==> src/periodic_grid_central_difference_defines.svh <==
// Assertion macros for the grid stencil top level.
`ifndef PERIODIC_GRID_CENTRAL_DIFFERENCE_DEFINES_SVH
`define PERIODIC_GRID_CENTRAL_DIFFERENCE_DEFINES_SVH

`ifndef SYNTHESIS
// Same-cycle implication, checked out of reset.
`define PGCD_ASSERT_SAME(label, clk, rst_n, ante, cons) \
  label: assert property (@(posedge clk) disable iff (!rst_n) (ante) |-> (cons)) \
    else $error("pgcd same-cycle check failed");
// Next-cycle implication, checked out of reset.
`define PGCD_ASSERT_NEXT(label, clk, rst_n, ante, cons) \
  label: assert property (@(posedge clk) disable iff (!rst_n) (ante) |=> (cons)) \
    else $error("pgcd next-cycle check failed");
`else
`define PGCD_ASSERT_SAME(label, clk, rst_n, ante, cons)
`define PGCD_ASSERT_NEXT(label, clk, rst_n, ante, cons)
`endif

`endif

==> src/pgcd_pkg.sv <==
// Shared types and constants of the periodic grid stencil.
package pgcd_pkg;

  localparam int GRID_SIDE_DEF = 64;
  localparam int WORD_W        = 32;
  localparam int ROW_W         = 6;
  localparam int COL_W         = 6;
  localparam int CFG_IDX_W     = 1;
  localparam int DIFF_W        = 35;
  localparam int MAG_W         = 34;
  localparam int SCALE_LAT     = 4;

  localparam logic [WORD_W-1:0] INV_RESET = 32'h0001_0000;

  // Action codes of an input word
  localparam logic ACT_WRITE = 1'b0;
  localparam logic ACT_QUERY = 1'b1;

  // Configuration register indexes
  localparam logic [CFG_IDX_W-1:0] CFG_INV_TWO_STEP     = 1'b0;
  localparam logic [CFG_IDX_W-1:0] CFG_INV_STEP_SQUARED = 1'b1;

  typedef struct packed {
    logic                     action;
    logic [ROW_W-1:0]         row;
    logic [COL_W-1:0]         col;
    logic signed [WORD_W-1:0] sample;
  } in_word_t;

  typedef struct packed {
    logic signed [WORD_W-1:0] first_along_rows;
    logic signed [WORD_W-1:0] first_along_cols;
    logic signed [WORD_W-1:0] second_along_rows;
    logic signed [WORD_W-1:0] second_along_cols;
  } out_word_t;

  typedef enum logic [2:0] {
    ST_IDLE,
    ST_READ,
    ST_DIFF,
    ST_MATH,
    ST_DONE
  } pgcd_state_t;

endpackage

==> src/pgcd_scale.sv <==
// Four-stage scaler: magnitude times Q16.16 factor, round, restore sign, saturate.
module pgcd_scale (
  input  logic                                clk,
  input  logic signed [pgcd_pkg::DIFF_W-1:0]  diff,
  input  logic [pgcd_pkg::WORD_W-1:0]         factor,
  output logic signed [pgcd_pkg::WORD_W-1:0]  result
);
  import pgcd_pkg::*;

  localparam int HALF_W = WORD_W / 2;
  localparam int PROD_W = MAG_W + HALF_W;
  localparam int Q_W    = PROD_W + 1;

  localparam logic [Q_W-1:0] NEG_LIMIT = Q_W'(64'h8000_0000);
  localparam logic [Q_W-1:0] POS_LIMIT = Q_W'(64'h7FFF_FFFF);
  localparam logic [PROD_W-1:0] ROUND_HALF = PROD_W'(64'h8000);

  logic                     neg_r;
  logic [MAG_W-1:0]         mag_r;
  logic [WORD_W-1:0]        fac_r;
  logic [MAG_W-1:0]         lo_r;
  logic [Q_W-1:0]           q_r;
  logic [WORD_W-1:0]        res_r;
  logic [PROD_W-1:0]        lo_prod;
  logic [WORD_W-1:0]        res_nxt;

  // Take the magnitude of the difference
  always_ff @(posedge clk) begin
    neg_r <= diff[DIFF_W-1];
    mag_r <= diff[DIFF_W-1] ? MAG_W'(-diff) : MAG_W'(diff);
    fac_r <= factor;
  end

  // Low half of the factor, rounded below the binary point
  assign lo_prod = PROD_W'(mag_r) * PROD_W'(fac_r[HALF_W-1:0]) + ROUND_HALF;

  always_ff @(posedge clk) begin
    lo_r <= lo_prod[PROD_W-1:HALF_W];
  end

  // High half of the factor plus the rounded low part
  always_ff @(posedge clk) begin
    q_r <= Q_W'(mag_r) * Q_W'(fac_r[WORD_W-1:HALF_W]) + Q_W'(lo_r);
  end

  // Restore sign and clamp to 32 bits
  always_comb begin
    if (neg_r) begin
      res_nxt = (q_r > NEG_LIMIT) ? WORD_W'(NEG_LIMIT) : WORD_W'(Q_W'(0) - q_r);
    end else begin
      res_nxt = (q_r > POS_LIMIT) ? WORD_W'(POS_LIMIT) : q_r[WORD_W-1:0];
    end
  end

  always_ff @(posedge clk) begin
    res_r <= res_nxt;
  end

  assign result = $signed(res_r);

endmodule

==> config.mk <==
export PLATFORM = sky130hd
export DESIGN_NAME = pgcd_scale
export DESIGN_NICKNAME = d
export VERILOG_FILES = /design/src/periodic_grid_central_difference_defines.svh /design/src/pgcd_pkg.sv /design/src/pgcd_scale.sv
export SDC_FILE = /design/constraint.sdc
export NUM_CORES = 2
export LEC_CHECK = 0
export ABC_AREA = 1
export BUFFER_PORTS_ARGS = -buffer_cell sky130_fd_sc_hd__buf_2
export CORE_MARGIN = 2
export CORE_UTILIZATION = 60
export CTS_CLUSTER_DIAMETER = 120
export DETAILED_ROUTE_END_ITERATION = 7
export PLACE_DENSITY_LB_ADDON = 0.3
export SETUP_SLACK_MARGIN = 0.15
export SLEW_MARGIN = 20
export SYNTH_ARGS = -nofsm -noshare
export SYNTH_HDL_FRONTEND = slang
export SYNTH_SLANG_ARGS = --single-unit
export TNS_END_PERCENT = 20
==> constraint.sdc <==
create_clock -name clk -period 12.1 [get_ports clk]
set_input_delay 1.815 -clock clk [delete_from_list [all_inputs] [get_ports clk]]
set_output_delay 1.815 -clock clk [all_outputs]
set_load 0.01 [all_outputs]
==> key figures <==
Run status
  – Status: finished with violations
  – Violated checks: DRC

Logic synthesis
  – EDFF count, synth: 0
  – Synth warn: 0
  – Syn_nets: between 7000 and 8000
  – Yosys reg bits: 184
  – Post-synthesis async set-or-reset flop share: 0%
  – Cell Area, Synth: around 44000 µm²
  – Post-Syn Instances: 5914
  – Netlist cell types: 50
  – Synth Area per Inst: between 7 and 8 µm²
  – Post-synthesis sequential area ratio: just over 8%
  – Ys flop type: dfxtp_1

Drt
  – WL/cell: approximately 18 µm
  – Via-to-Cell Ratio: between 5 and 6
  – Vias: 35922
  – DRC: 20
  – Final ANT Viol Nets: 0
  – DR pass1 iterations: 8
  – 1st-iter DRT viols: approximately 2400
  – Final wirelength: 123000 µm

Critical path
  – Most frequent CP cell: fa_1
  – Crit path max fanout: 34
  – Crit path DAT: 6.92 ns
  – CP Data Required Time: about 13 ns
  – CP cell instances: nand2_1, fa_1, fa_1, fa_1, fa_1, inv_1, fa_1, inv_1, fa_1, inv_1, ha_1, nand2_1, nor2_1, nand4_1, o21ai_0, nand3_1, nand4_1, nand2_1
  – Delay of the slowest critical-path stage: approximately 0.90 ns
  – Slowest cell on the critical path: dfxtp_2
  – Setup CP Type: reg -> reg
  – Worst setup SP type: flop
  – Crit. End Element: flop

Cells and area
  – Area Overhead vs Synth: 3.98%
  – Post-route cell area: 46100 µm²
  – Most frequent cells in the layout: inv_1, nand2_1, fa_1, ha_1, nor2_1
  – Filler cell count: 6578
  – NumNets Final: roughly 7000
  – Reg area: approximately 3700 µm²
  – Area of the multi-input gates: between 30000 and 40000 µm²
  – Layout cells sized above 1: under 10%
  – Most common cell after layout, fill and taps aside: inv_1

Clocking
  – TritonCTS clock tree: yes
  – CTS buffer count: 17
  – Bufs on Longest Clock Path: 2
  – Clk Tree Root Cell: clkbuf_16
  – Hold Buf Count CTS: 0
  – Clk slew on worst S/H paths: 0.09 ns
  – CTS HTree Levels: 4
  – PostCTS Resize Cnt: 0
  – Clock sinks: 184
  – Post-CTS Setup Repair Bufs: 0
  – Clk_lat worst skew: 0.54 ns

Placement
  – Final HPWL DP: 99300 µm
  – Placer Congestion: roughly 1
  – Port Buffers: ~100
  – Post-place instance area: ~45000 µm²

Floorplan
  – Full die area: roughly 76000 µm²
  – Die Y: about 280 µm
  – CORE AREA: between 70000 and 80000 µm²
  – I/O pin count: 100
  – Starting Density: 60.7%
  – Die width: 276 µm
  – # rows: 99

Run
  – Max Cap Viol: 0

Timing
  – Clock skew: about 0.026 ns
  – Final setup fails: 0
  – Max Freq: ~0.15 GHz
  – Crit path time final: 6.49 ns
  – Final Hold Viols: 0
  – Final period utilization: ~54%
  – Worst Max-Slew Pin Slew: between 0.9 and 1 ns
  – Setup TNS after final layout: 0 ns
  – Final slew viol count: 0
  – Slew headroom: a little over a third
  – RSZ-0062 raised after global routing: false

Global route
  – Largest net degree at the start of global routing: 35
  – Total track usage: about 34%
  – First-pass GRT wire length: roughly 200000 µm
  – Initial antenna violation count: 2
  – Vias in the first global route: around 39000
  – GRT overflow: 0

Min path
  – Worst min path class: reg -> reg
-- synth_stat cells, drive strengths merged, types with 42 or more instances --
master / number / area (µm²)
nand4: 42 / 269
fa: 926 / 18500
ha: 280 / 3500
dfxtp: 184 / 3680
xor2: 77 / 674
a21oi: 146 / 731
nor2: 288 / 1130
nand2: 1502 / 5680
nand3: 102 / 531
inv: 1839 / 6900
clkbuf: 232 / 873
o21ai: 144 / 739
-- path summary, 6_finish.rpt --
check | startpoint | to | slack, ns | cells after the start
setup / recovery | fac_r[18]$_DFF_P_ | q_r[44]$_DFF_P_ | 5.61 | 18
hold reg to reg | q_r[1]$_DFF_P_ | result[1]$_DFF_P_ | 0.54 | 2
setup reg to reg | fac_r[18]$_DFF_P_ | q_r[44]$_DFF_P_ | 5.61 | 18
hold / removal | q_r[1]$_DFF_P_ | result[1]$_DFF_P_ | 0.54 | 2
-- registers in the layout (all words and copies together), names as in the netlist --
register	count
q_r	51
result	32
mag_r	34
neg_r	1
lo_r	34
fac_r	32
-- layout make-up --
cell class,count,share of cell area [%]
Tap cell,959,2.60
Antenna cell,1,0.00543
Multi-Input combinational cell,3650,71.2
Clock inverter,15,0.412
Inverter,1839,15.0
Clock buffer,17,0.923
Timing Repair Buffer,145,1.82
Sequential cell,184,8.05
-- worst max-delay path, delay by kind of cell, from the launching register on --
family / cells / cell delay, ns
flops: 1 / 0.90
simple gates: 7 / 1.13
buf+inv: 3 / 0.15
compound gates: 1 / 0.68
fa+ha+maj: 7 / 3.46
-- metrics by stage --
stage          hold WS [ns]  std cells  setup WS [ns]  util, %
2_1_floorplan         0.432       5914           6.72        -
3_3_place_gp          0.527       6777           5.69     62.2
3_5_place_dp          0.524       6777           5.67     62.2
4_1_cts               0.545       6809           5.65     63.1
5_1_grt               0.583       6809           5.35     63.1
6_report              0.543       6810           5.61     63.1
-- cell families (layout without fill, tap and decap cells) --
group / Yosys count / after routing / share of synthesized area [%]
fa+ha+maj: 1206 / 1206 / 49.7
compound gates: 349 / 349 / 4.32
simple gates: 1987 / 1987 / 17.9
flops: 184 / 184 / 8.31
xor+xnor: 108 / 108 / 2.13
buf+inv: 2080 / 2016 / 17.6
other cells: 0 / 1 / 0
-- metal layers --
metal / vias to the layer above / wire, µm / global-route usage, %
met3: 342 / 10100 / 6.28
li1: 16468 / - / -
met5: - / 0 / 0
met4: 0 / 4320 / 12.7
met2: 1547 / 61300 / 59.4
met1: 17565 / 47000 / 41.8
Power is not shown: default switching activity piles up to over one toggle a cycle in this logic, so the estimate is an artifact.
